## src/hw/rtl/ept_pkg.sv

```systemverilog
// ----------------------------------------------------------------------------
// ept_pkg
// shared types and constants of the encoder position tracker
// ----------------------------------------------------------------------------
package ept_pkg;

  localparam int unsigned ANGLE_BITS_DEF = 21;
  localparam int unsigned MAX_ANGLE_BITS = 24;

  localparam int unsigned IN_DATA_W  = 32;
  localparam int unsigned OUT_DATA_W = 216;
  localparam int unsigned OUT_ERR_LSB = 184;
  localparam int unsigned APB_ADDR_W = 5;
  localparam int unsigned APB_DATA_W = 32;

  localparam int unsigned MUL_A_W = 32;
  localparam int unsigned MUL_B_W = 16;
  localparam int unsigned MUL_P_W = MUL_A_W + MUL_B_W;

  // register indexes, byte address is four times the index
  localparam logic [2:0] REG_POLE_PAIRS    = 3'd0;
  localparam logic [2:0] REG_ELEC_OFFSET   = 3'd1;
  localparam logic [2:0] REG_INVERT_DIR    = 3'd2;
  localparam logic [2:0] REG_POSITION_ALPHA = 3'd3;
  localparam logic [2:0] REG_VELOCITY_ALPHA = 3'd4;

  localparam logic [7:0]  POLE_PAIRS_RST     = 8'd7;
  localparam logic [20:0] ELEC_OFFSET_RST    = 21'd0;
  localparam logic        INVERT_DIR_RST     = 1'b0;
  localparam logic [15:0] POSITION_ALPHA_RST = 16'd52429;
  localparam logic [15:0] VELOCITY_ALPHA_RST = 16'd32768;

  typedef struct packed {
    logic [7:0]  pole_pairs;
    logic [20:0] elec_offset;
    logic        invert_direction;
    logic [15:0] position_alpha;
    logic [15:0] velocity_alpha;
  } cfg_t;

  typedef struct packed {
    logic        crc_good;
    logic [2:0]  sensor_status;
    logic [20:0] used_angle;
    logic [21:0] step_delta;
    logic [63:0] multiturn_position;
    logic [20:0] elec_angle_ticks;
    logic [20:0] drive_angle_ticks;
    logic [31:0] filtered_velocity;
    logic [31:0] crc_errors;
  } res_t;

  typedef struct packed {
    logic [MUL_A_W-1:0] a;
    logic [MUL_B_W-1:0] b;
  } mul_req_t;

endpackage

```

## src/hw/rtl/ept_mul.sv

```systemverilog
// ----------------------------------------------------------------------------
// ept_mul
// shared 32 x 16 unsigned multiplier with a registered product
// ----------------------------------------------------------------------------
module ept_mul (
  input  logic                          clk_i,
  input  ept_pkg::mul_req_t             req_i,
  output logic [ept_pkg::MUL_P_W-1:0]   prod_o
);
  import ept_pkg::*;

  logic [MUL_P_W-1:0] prod_q;

  always_ff @(posedge clk_i) begin
    prod_q <= MUL_P_W'(req_i.a) * MUL_P_W'(req_i.b);
  end

  assign prod_o = prod_q;

endmodule

```

## src/hw/rtl/ept_core.sv

```systemverilog
// ----------------------------------------------------------------------------
// ept_core
// sequencer and datapath: crc check, unwrap, accumulation, ewma filters and
// electrical angle, all products through the shared multiplier
// ----------------------------------------------------------------------------
module ept_core #(
  parameter int unsigned ANGLE_BITS = ept_pkg::ANGLE_BITS_DEF
) (
  input  logic                           clk_i,
  input  logic                           rst_ni,
  input  logic                           in_valid_i,
  output logic                           in_ready_o,
  input  logic [ept_pkg::IN_DATA_W-1:0]  in_data_i,
  input  ept_pkg::cfg_t                  cfg_i,
  output logic                           res_valid_o,
  input  logic                           res_ready_i,
  output ept_pkg::res_t                  res_o
);
  import ept_pkg::*;

  localparam logic [7:0] CrcPoly = 8'h07;
  localparam logic [1:0] CrcLastByte = 2'd2;
  localparam logic [ANGLE_BITS:0] HalfTurn = (ANGLE_BITS+1)'(1) << (ANGLE_BITS - 1);
  localparam logic [ANGLE_BITS:0] FullTurn = (ANGLE_BITS+1)'(1) << ANGLE_BITS;

  typedef enum logic [16:0] {
    S_IDLE   = 17'h00001,
    S_CRC    = 17'h00002,
    S_UNWRAP = 17'h00004,
    S_ACC    = 17'h00008,
    S_PDIF   = 17'h00010,
    S_ABS    = 17'h00020,
    S_MHI    = 17'h00040,
    S_MLO    = 17'h00080,
    S_SUM    = 17'h00100,
    S_SIGN   = 17'h00200,
    S_APPLY  = 17'h00400,
    S_RAW    = 17'h00800,
    S_SAT    = 17'h01000,
    S_VDIF   = 17'h02000,
    S_ELEC   = 17'h04000,
    S_ELEC2  = 17'h08000,
    S_DONE   = 17'h10000
  } state_e;

  function automatic logic [7:0] crc8_byte(input logic [7:0] crc, input logic [7:0] data);
    logic [7:0] c;
    c = crc ^ data;
    for (int k = 0; k < 8; k++) begin
      c = c[7] ? ({c[6:0], 1'b0} ^ CrcPoly) : {c[6:0], 1'b0};
    end
    return c;
  endfunction

  state_e state_q, state_d;

  logic [1:0]            cnt_q;
  logic [7:0]            b0_q, b1_q, b2_q, rc_q, crc_q;
  logic                  primed_q;
  logic [ANGLE_BITS-1:0] last_good_q, cur_q, used_q, elec_q;
  logic [ANGLE_BITS:0]   delta_q;
  logic [63:0]           acc_q, pf_q, pfp_q;
  logic [31:0]           v_q, err_q, vraw_q;
  logic                  phase_q, neg_q;
  logic [63:0]           d_q, m_q, r_q, s_q, raw_q;
  logic [MUL_P_W-1:0]    ph_q;

  logic [7:0]            crc_byte;
  logic [MAX_ANGLE_BITS-1:0] frame_bits;
  logic [ANGLE_BITS-1:0] frame_angle, ang, drive;
  logic                  good;
  logic [ANGLE_BITS:0]   diff, delta_unw;
  logic [15:0]           alpha;
  mul_req_t              mul_req;
  logic [MUL_P_W-1:0]    prod;
  logic [MUL_P_W:0]      pl_rnd;
  logic [63:0]           r_sum, rn, delta64;
  logic [31:0]           vsat, off32, used32, elec32, drive32;

  ept_mul u_mul (
    .clk_i  (clk_i),
    .req_i  (mul_req),
    .prod_o (prod)
  );

  // crc runs one byte per cycle
  always_comb begin
    case (cnt_q)
      2'd0:    crc_byte = b0_q;
      2'd1:    crc_byte = b1_q;
      default: crc_byte = b2_q;
    endcase
  end

  // frame angle is msb aligned, low bits dropped or zeros appended
  assign frame_bits  = {b0_q, b1_q, b2_q[7:3], 3'b000};
  assign frame_angle = frame_bits[MAX_ANGLE_BITS-1 -: ANGLE_BITS];
  assign good        = (crc_q == rc_q);
  assign ang         = good ? frame_angle : last_good_q;

  // unwrap at half a turn, exactly plus or minus half stays
  always_comb begin
    diff = {1'b0, ang} - {1'b0, cur_q};
    if (!diff[ANGLE_BITS] && (diff > HalfTurn)) begin
      delta_unw = diff - FullTurn;
    end else if (diff[ANGLE_BITS] && ((~diff + 1'b1) > HalfTurn)) begin
      delta_unw = diff + FullTurn;
    end else begin
      delta_unw = diff;
    end
  end

  assign alpha = phase_q ? cfg_i.velocity_alpha : cfg_i.position_alpha;

  always_comb begin
    mul_req.a = '0;
    mul_req.b = '0;
    case (state_q)
      S_MHI: begin
        mul_req.a = m_q[63:32];
        mul_req.b = alpha;
      end
      S_MLO: begin
        mul_req.a = m_q[31:0];
        mul_req.b = alpha;
      end
      S_ELEC: begin
        mul_req.a = MUL_A_W'(acc_q[ANGLE_BITS-1:0]);
        mul_req.b = MUL_B_W'(cfg_i.pole_pairs);
      end
      default: begin
        mul_req.a = '0;
        mul_req.b = '0;
      end
    endcase
  end

  // round half away from zero on the magnitude
  assign pl_rnd = {1'b0, prod} + (MUL_P_W+1)'(32768);
  assign r_sum  = {ph_q, 16'h0000} + {31'h0, pl_rnd[MUL_P_W:16]};

  assign rn = cfg_i.invert_direction ? (64'd0 - raw_q) : raw_q;

  always_comb begin
    if (rn[63] && !(&rn[62:31])) begin
      vsat = 32'h8000_0000;
    end else if (!rn[63] && (|rn[62:31])) begin
      vsat = 32'h7FFF_FFFF;
    end else begin
      vsat = rn[31:0];
    end
  end

  assign off32 = 32'(cfg_i.elec_offset);

  always_comb begin
    state_d = state_q;
    case (state_q)
      S_IDLE:   if (in_valid_i) state_d = S_CRC;
      S_CRC:    if (cnt_q == CrcLastByte) state_d = S_UNWRAP;
      S_UNWRAP: state_d = primed_q ? S_ACC : S_ELEC;
      S_ACC:    state_d = S_PDIF;
      S_PDIF:   state_d = S_ABS;
      S_ABS:    state_d = S_MHI;
      S_MHI:    state_d = S_MLO;
      S_MLO:    state_d = S_SUM;
      S_SUM:    state_d = S_SIGN;
      S_SIGN:   state_d = S_APPLY;
      S_APPLY:  state_d = phase_q ? S_ELEC : S_RAW;
      S_RAW:    state_d = S_SAT;
      S_SAT:    state_d = S_VDIF;
      S_VDIF:   state_d = S_ABS;
      S_ELEC:   state_d = S_ELEC2;
      S_ELEC2:  state_d = S_DONE;
      S_DONE:   if (res_ready_i) state_d = S_IDLE;
      default:  state_d = S_IDLE;
    endcase
  end

  // control and tracked state
  always_ff @(posedge clk_i or negedge rst_ni) begin
    if (!rst_ni) begin
      state_q     <= S_IDLE;
      cnt_q       <= '0;
      primed_q    <= 1'b0;
      last_good_q <= '0;
      cur_q       <= '0;
      acc_q       <= '0;
      pf_q        <= '0;
      pfp_q       <= '0;
      v_q         <= '0;
      err_q       <= '0;
      phase_q     <= 1'b0;
    end else begin
      state_q <= state_d;
      case (state_q)
        S_IDLE: begin
          cnt_q <= '0;
        end
        S_CRC: begin
          cnt_q <= cnt_q + 2'd1;
        end
        S_UNWRAP: begin
          if (!primed_q) begin
            primed_q    <= 1'b1;
            last_good_q <= frame_angle;
            cur_q       <= frame_angle;
            acc_q       <= 64'(frame_angle);
            pf_q        <= 64'(frame_angle) << 8;
            pfp_q       <= 64'(frame_angle) << 8;
          end else begin
            if (!good) begin
              if (!(&err_q)) err_q <= err_q + 32'd1;
            end else begin
              last_good_q <= frame_angle;
            end
            cur_q <= ang;
          end
        end
        S_ACC: begin
          acc_q <= acc_q + 64'(signed'(delta_q));
        end
        S_PDIF: begin
          phase_q <= 1'b0;
        end
        S_APPLY: begin
          if (phase_q) begin
            v_q <= v_q + s_q[31:0];
          end else begin
            pf_q <= pf_q + s_q;
          end
        end
        S_RAW: begin
          pfp_q <= pf_q;
        end
        S_VDIF: begin
          phase_q <= 1'b1;
        end
        default: begin
        end
      endcase
    end
  end

  // working registers
  always_ff @(posedge clk_i) begin
    case (state_q)
      S_IDLE: begin
        if (in_valid_i) begin
          b0_q  <= in_data_i[7:0];
          b1_q  <= in_data_i[15:8];
          b2_q  <= in_data_i[23:16];
          rc_q  <= in_data_i[31:24];
          crc_q <= '0;
        end
      end
      S_CRC: begin
        crc_q <= crc8_byte(crc_q, crc_byte);
      end
      S_UNWRAP: begin
        if (!primed_q) begin
          used_q  <= frame_angle;
          delta_q <= '0;
        end else begin
          used_q  <= ang;
          delta_q <= delta_unw;
        end
      end
      S_PDIF: begin
        d_q <= {acc_q[55:0], 8'h00} - pf_q;
      end
      S_ABS: begin
        neg_q <= d_q[63];
        m_q   <= d_q[63] ? (64'd0 - d_q) : d_q;
      end
      S_MLO: begin
        ph_q <= prod;
      end
      S_SUM: begin
        r_q <= r_sum;
      end
      S_SIGN: begin
        s_q <= neg_q ? (64'd0 - r_q) : r_q;
      end
      S_RAW: begin
        raw_q <= pf_q - pfp_q;
      end
      S_SAT: begin
        vraw_q <= vsat;
      end
      S_VDIF: begin
        d_q <= 64'(signed'(vraw_q)) - 64'(signed'(v_q));
      end
      S_ELEC2: begin
        elec_q <= prod[ANGLE_BITS-1:0] - off32[ANGLE_BITS-1:0];
      end
      default: begin
      end
    endcase
  end

  assign drive   = cfg_i.invert_direction ? (ANGLE_BITS'(0) - elec_q) : elec_q;
  assign used32  = 32'(used_q);
  assign elec32  = 32'(elec_q);
  assign drive32 = 32'(drive);
  assign delta64 = 64'(signed'(delta_q));

  assign in_ready_o  = (state_q == S_IDLE);
  assign res_valid_o = (state_q == S_DONE);

  always_comb begin
    res_o.crc_good           = good;
    res_o.sensor_status      = b2_q[2:0];
    res_o.used_angle         = used32[20:0];
    res_o.step_delta         = delta64[21:0];
    res_o.multiturn_position = acc_q;
    res_o.elec_angle_ticks   = elec32[20:0];
    res_o.drive_angle_ticks  = drive32[20:0];
    res_o.filtered_velocity  = v_q;
    res_o.crc_errors         = err_q;
  end

endmodule

```

## src/hw/rtl/encoder_position_tracker.sv

```systemverilog
// ----------------------------------------------------------------------------
// encoder_position_tracker
// multi-turn tracker for an absolute angle sensor with crc-8 framed samples
//
// s_axis carries one sensor frame per transfer, m_axis one result per frame.
// the user must write registers over the apb port only while no frame is
// in flight; the block itself does not enforce this. a frame is taken only
// while the sequencer is idle, so a new frame waits until the previous one
// is finished. the priming frame skips the ewma updates. the sequencer runs
// the crc one byte per cycle and steps two ewma updates and the pole-pair
// product through one shared 32 x 16 multiplier.
// a finished result sits in the output register; the next frame is accepted
// meanwhile, and if m_axis is stalled the sequencer holds its result until
// the register frees up.
// reset restores the register defaults and clears all tracked state; the
// first frame afterwards only primes the angle, position and filters.
// ----------------------------------------------------------------------------
module encoder_position_tracker #(
  parameter int unsigned ANGLE_BITS = ept_pkg::ANGLE_BITS_DEF
) (
  input  logic                             clk_i,
  input  logic                             rst_ni,
  input  logic                             s_axis_tvalid,
  output logic                             s_axis_tready,
  // angle_high, angle_mid, angle_low_status, frame_crc
  input  logic [ept_pkg::IN_DATA_W-1:0]    s_axis_tdata,
  output logic                             m_axis_tvalid,
  input  logic                             m_axis_tready,
  // sensor_status, used_angle, step_delta, multiturn_position,
  // elec_angle_ticks, drive_angle_ticks, filtered_velocity, crc_errors
  output logic [ept_pkg::OUT_DATA_W-1:0]   m_axis_tdata,
  // crc_good
  output logic [0:0]                       m_axis_tuser,
  input  logic                             psel,
  input  logic                             penable,
  input  logic                             pwrite,
  input  logic [ept_pkg::APB_ADDR_W-1:0]   paddr,
  input  logic [ept_pkg::APB_DATA_W-1:0]   pwdata,
  output logic [ept_pkg::APB_DATA_W-1:0]   prdata,
  output logic                             pready
);
  import ept_pkg::*;

  cfg_t        cfg_q;
  logic        cfg_wr;
  logic [2:0]  reg_idx;
  logic        res_valid, res_ready;
  res_t        res, out_q;
  logic        out_valid_q;

  assign pready  = 1'b1;
  assign reg_idx = paddr[APB_ADDR_W-1:2];
  assign cfg_wr  = psel && penable && pwrite && pready;

  always_ff @(posedge clk_i or negedge rst_ni) begin
    if (!rst_ni) begin
      cfg_q.pole_pairs       <= POLE_PAIRS_RST;
      cfg_q.elec_offset      <= ELEC_OFFSET_RST;
      cfg_q.invert_direction <= INVERT_DIR_RST;
      cfg_q.position_alpha   <= POSITION_ALPHA_RST;
      cfg_q.velocity_alpha   <= VELOCITY_ALPHA_RST;
    end else if (cfg_wr) begin
      case (reg_idx)
        REG_POLE_PAIRS:     cfg_q.pole_pairs       <= pwdata[7:0];
        REG_ELEC_OFFSET:    cfg_q.elec_offset      <= pwdata[20:0];
        REG_INVERT_DIR:     cfg_q.invert_direction <= pwdata[0];
        REG_POSITION_ALPHA: cfg_q.position_alpha   <= pwdata[15:0];
        REG_VELOCITY_ALPHA: cfg_q.velocity_alpha   <= pwdata[15:0];
        default: begin
        end
      endcase
    end
  end

  always_comb begin
    case (reg_idx)
      REG_POLE_PAIRS:     prdata = APB_DATA_W'(cfg_q.pole_pairs);
      REG_ELEC_OFFSET:    prdata = APB_DATA_W'(cfg_q.elec_offset);
      REG_INVERT_DIR:     prdata = APB_DATA_W'(cfg_q.invert_direction);
      REG_POSITION_ALPHA: prdata = APB_DATA_W'(cfg_q.position_alpha);
      REG_VELOCITY_ALPHA: prdata = APB_DATA_W'(cfg_q.velocity_alpha);
      default:            prdata = '0;
    endcase
  end

  ept_core #(
    .ANGLE_BITS (ANGLE_BITS)
  ) u_core (
    .clk_i       (clk_i),
    .rst_ni      (rst_ni),
    .in_valid_i  (s_axis_tvalid),
    .in_ready_o  (s_axis_tready),
    .in_data_i   (s_axis_tdata),
    .cfg_i       (cfg_q),
    .res_valid_o (res_valid),
    .res_ready_i (res_ready),
    .res_o       (res)
  );

  // output register frees up in the cycle its transfer completes
  assign res_ready = !out_valid_q || m_axis_tready;

  always_ff @(posedge clk_i or negedge rst_ni) begin
    if (!rst_ni) begin
      out_valid_q <= 1'b0;
    end else if (res_valid && res_ready) begin
      out_valid_q <= 1'b1;
    end else if (m_axis_tready) begin
      out_valid_q <= 1'b0;
    end
  end

  always_ff @(posedge clk_i) begin
    if (res_valid && res_ready) begin
      out_q <= res;
    end
  end

  assign m_axis_tvalid = out_valid_q;
  assign m_axis_tuser  = out_q.crc_good;
  assign m_axis_tdata  = {out_q.crc_errors, out_q.filtered_velocity, out_q.drive_angle_ticks,
                          out_q.elec_angle_ticks, out_q.multiturn_position, out_q.step_delta,
                          out_q.used_angle, out_q.sensor_status};

endmodule

```

## config.mk

```make
export PLATFORM = sky130hd
export DESIGN_NAME = encoder_position_tracker
export DESIGN_NICKNAME = d
export VERILOG_FILES = /design/src/hw/rtl/ept_pkg.sv /design/src/hw/rtl/ept_mul.sv /design/src/hw/rtl/ept_core.sv /design/src/hw/rtl/encoder_position_tracker.sv
export SDC_FILE = /design/constraint.sdc
export NUM_CORES = 2
export LEC_CHECK = 0
export ABC_AREA = 1
export BUFFER_PORTS_ARGS = -buffer_cell sky130_fd_sc_hd__buf_4
export CORE_AREA = 5 5 394 396
export DETAILED_ROUTE_END_ITERATION = 6
export DIE_AREA = 0 0 399 401
export PLACE_DENSITY_LB_ADDON = 0.1
export SLEW_MARGIN = 5
export SYNTH_ARGS = -nofsm -noshare
export SYNTH_HDL_FRONTEND = slang
export SYNTH_HIERARCHICAL = 1
export SYNTH_SLANG_ARGS = --single-unit
```

## constraint.sdc

```tcl
create_clock -name clk_i -period 16.25 [get_ports clk_i]
set_input_delay 4.875 -clock clk_i [delete_from_list [all_inputs] [get_ports clk_i]]
set_output_delay 4.875 -clock clk_i [all_outputs]
set_load 0.05 [all_outputs]
```

==> metrics <==
run status finished, final reports clean; vias in the first global route around 79000; Final Cycle Share between 70 and 80%; Avg WL per Cell 23.1 um; CP Capture Type output port; Final min period 11.45 ns; post-synth top area share 24.1%; I/O pin count 328; clk slew on worst S/H paths 0.06 ns; Int Pwr just under 0.007 W; Die Ht ~400 um; number of H-tree levels 3; initial antenna violation count 18; register area share after synthesis 35.2%; FF-to-FF setup slack 7.35 ns; crit path launch paddr[4]; register bit total from synthesis 1131; Req. time, crit path 11.37 ns; Sink Count 1131; Net Sw Frac between 40 and 50%; TNS Setup 0 ns; FP Rows 143; RSZ-0062 raised after global routing no; Area Growth Syn to Fin 10.0%; gr ovfl total 0; Top FF cell, synth edfxtp_1; asr flop ratio synth a little under a third; final std cells w/o fill 14000; Clock power frac 24.6%; Worst Reg-to-Reg Cells 25; Synth area leaders edfxtp_1 (24%), nand2_1 (12%), dfrtp_1 (9.6%); worst slew pin tran 1.19 ns; Inserted Clock Buffers 121; share of layout cells above drive strength 1 7.10%; hold-fix buffers at CTS 0; Initial Utilization 59.6%; antenna-violating nets left 0; Post-synth EDFFs 722; LEAKAGE roughly 48 nW; Slew HR about a fifth; first-pass GRT wire length ~480 mm; cell area after synthesis 90100 um2; max-cap violations 0; area leader, netlist edfxtp_1; number of nets in the layout 12800; final WL 323 mm; routed vias/inst between 5 and 6; Final Max Slew Viols 0; count of cell types in the netlist 76; largest net degree at the start of global routing 122; reg2reg start u_core/state_q[16]$_DFFE_PN0P_; clock skew 0.109 ns; final hold vios 0; dpl cells 13700; CTS root buf clkbuf_16; pwr dens 127 nW/um2; Worst VDD drop 0.000141 V; Die ar. roughly 160000 um2; Detailed Route Iter0 Violations 9331; Worst setup SP type primary input; synthesis warning total 6; Port Buffers 302; syn_area_per_cell around 7.8 um2; final setup fails 0; drt pass-1 iters 7; die width 399 um; Net Sw Power 0.00567 W; post-cts resize count 0; CTS tree done; post-CTS setup buffers 0; Syn Inst Count 11600; RR Endpoint u_core/u_mul/prod_o[29]$_DFF_P_; Arr. time, crit path 6.57 ns; DRC viols 0; Hold WC Path Type flip-flop to flip-flop; Flop pwr share 30.9%; Setup CP Type primary input to output port; end point of the critical path prdata[10]; total track usage between 30 and 40%; Worst Path Max Fanout 23; placer congestion estimate 1.07; Vias 82100; Clk Latency, worst-skew pair 0.81 ns; core box area ~150000 um2; logic gate share of total power around 45%; DP HPWL 258 mm; fmax about 87 MHz; Clock Path Buffers 3
-- cell usage after synthesis (all sizes together) (48+ instances only) --
cell and instances:
a31oi 63, inv 2014, o22ai 54, ha 495, o21ai 778, xor2 301
nand2 2923, xnor2 176, edfxtp 722, fa 426, nand4 117, dfxtp 48
nor2 1113, dfrtp 347, clkbuf 210, nor3 171, nor4 80, nand3 436
a21oi 679, a21o 58, buf 66
-- worst max-delay path, cell delays in order --
cell and delay (ns):
buf_4 0.18, inv_2 0.26, nand3_2 0.45, inv_1 0.39
nand2_1 0.09, nand3_1 0.11, buf_4 0.21
-- power by group through the flow --
stage | registers (W) | clock network (W) | logic, W
2_1_floorplan | 0.00400 | 0 | 0.00343
3_3_place_gp | 0.00393 | 0 | 0.00532
3_5_place_dp | 0.00394 | 0 | 0.00538
4_1_cts | 0.00388 | 0.00313 | 0.00544
5_1_grt | 0.00390 | 0.00325 | 0.00609
6_report | 0.00390 | 0.00311 | 0.00562
-- registers in the layout, summed over array words and instances, names as in the netlist, 17 cells and up --
register and cells:
m_axis_tdata 216, u_core/acc_q 64, u_core/d_q 64, u_core/m_q 64, u_core/pf_q 64, u_core/pfp_q 64
u_core/r_q 64, u_core/raw_q 64, u_core/s_q 64, cfg_q 62, u_core/ph_q 48, u_core/u_mul/prod_o 48
u_core/err_q 32, u_core/v_q 32, u_core/vraw_q 32, u_core/delta_q 22, u_core/cur_q 21, u_core/elec_q 21
u_core/used_q 21, u_core/state_q 17
-- worst min path at each step --
stage / from / end / slack, ns / cells past startpoint
6_report: u_core/used_q[4]$_DFFE_PN_ / m_axis_tdata[7]$_DFFE_PP_ / 0.33 / 0
5_1_grt: u_core/used_q[4]$_DFFE_PN_ / m_axis_tdata[7]$_DFFE_PP_ / 0.33 / 0
4_1_cts: u_core/used_q[4]$_DFFE_PN_ / m_axis_tdata[7]$_DFFE_PP_ / 0.33 / 0
3_5_place_dp: u_core/used_q[11]$_DFFE_PN_ / m_axis_tdata[14]$_DFFE_PP_ / 0.41 / 0
3_3_place_gp: u_core/used_q[6]$_DFFE_PN_ / m_axis_tdata[9]$_DFFE_PP_ / 0.41 / 0
2_1_floorplan: u_core/used_q[7]$_DFFE_PN_ / m_axis_tdata[10]$_DFFE_PP_ / 0.40 / 0
-- layout make-up --
cell class                 instances  area, um2
clock inverter                    92       1270
inverter                        2018       7570
tap                             2030       2540
multi-input combinational       8181      49900
antenna                           15       37.5
fill                           12800      52000
clock buffer                     140       3250
sequential                      1131      31700
timing repair buffer             378       2860
-- cells by family after synthesis --
logic type | synth area share, %
xor+xnor | 4.64
simple gates | 22.7
fa+ha+maj | 16.3
compound gates | 11.3
buf+inv | 9.74
flops | 35.2
other cells | 0.00833
mux | 0.0347
-- cells in the final DEF, fill, tap and decap left out, drive strengths merged, types with 25 or more instances in the layout --
cell	instances
a21oi	679
buf	378
o21bai	45
o22ai	54
nor2	1113
inv	2036
nor4	80
clkbuf	140
nand4	117
clkinv	42
xor2	301
dfxtp	48
nand3b	25
o211ai	26
fa	426
a21boi	28
a21o	58
a31oi	63
nand2	2923
nor3	171
ha	495
dfrtp	347
or2	36
nand3	436
xnor2	176
o21ai	778
edfxtp	722
-- through the flow --
stage	hold WS [ns]	cell area, um2	setup slack [ns]	utilization [%]	power, W
2_1_floorplan	0.400	90200	0.113	-	0.00742
5_1_grt	0.334	99100	4.66	65.6	0.0132
3_5_place_dp	0.408	94600	4.86	62.6	0.00932
4_1_cts	0.332	99100	4.85	65.5	0.0125
3_3_place_gp	0.406	94600	4.88	62.6	0.00925
6_report	0.332	99100	4.80	65.6	0.0126
-- metal layers --
layer | wire, um | global-route usage [%]
met5 | 74 | 0
met3 | 34700 | 9.72
met1 | 121000 | 49.8
met2 | 141000 | 60.5
met4 | 26400 | 25.8
No activity file was read; power rests on OpenSTA's default activity.
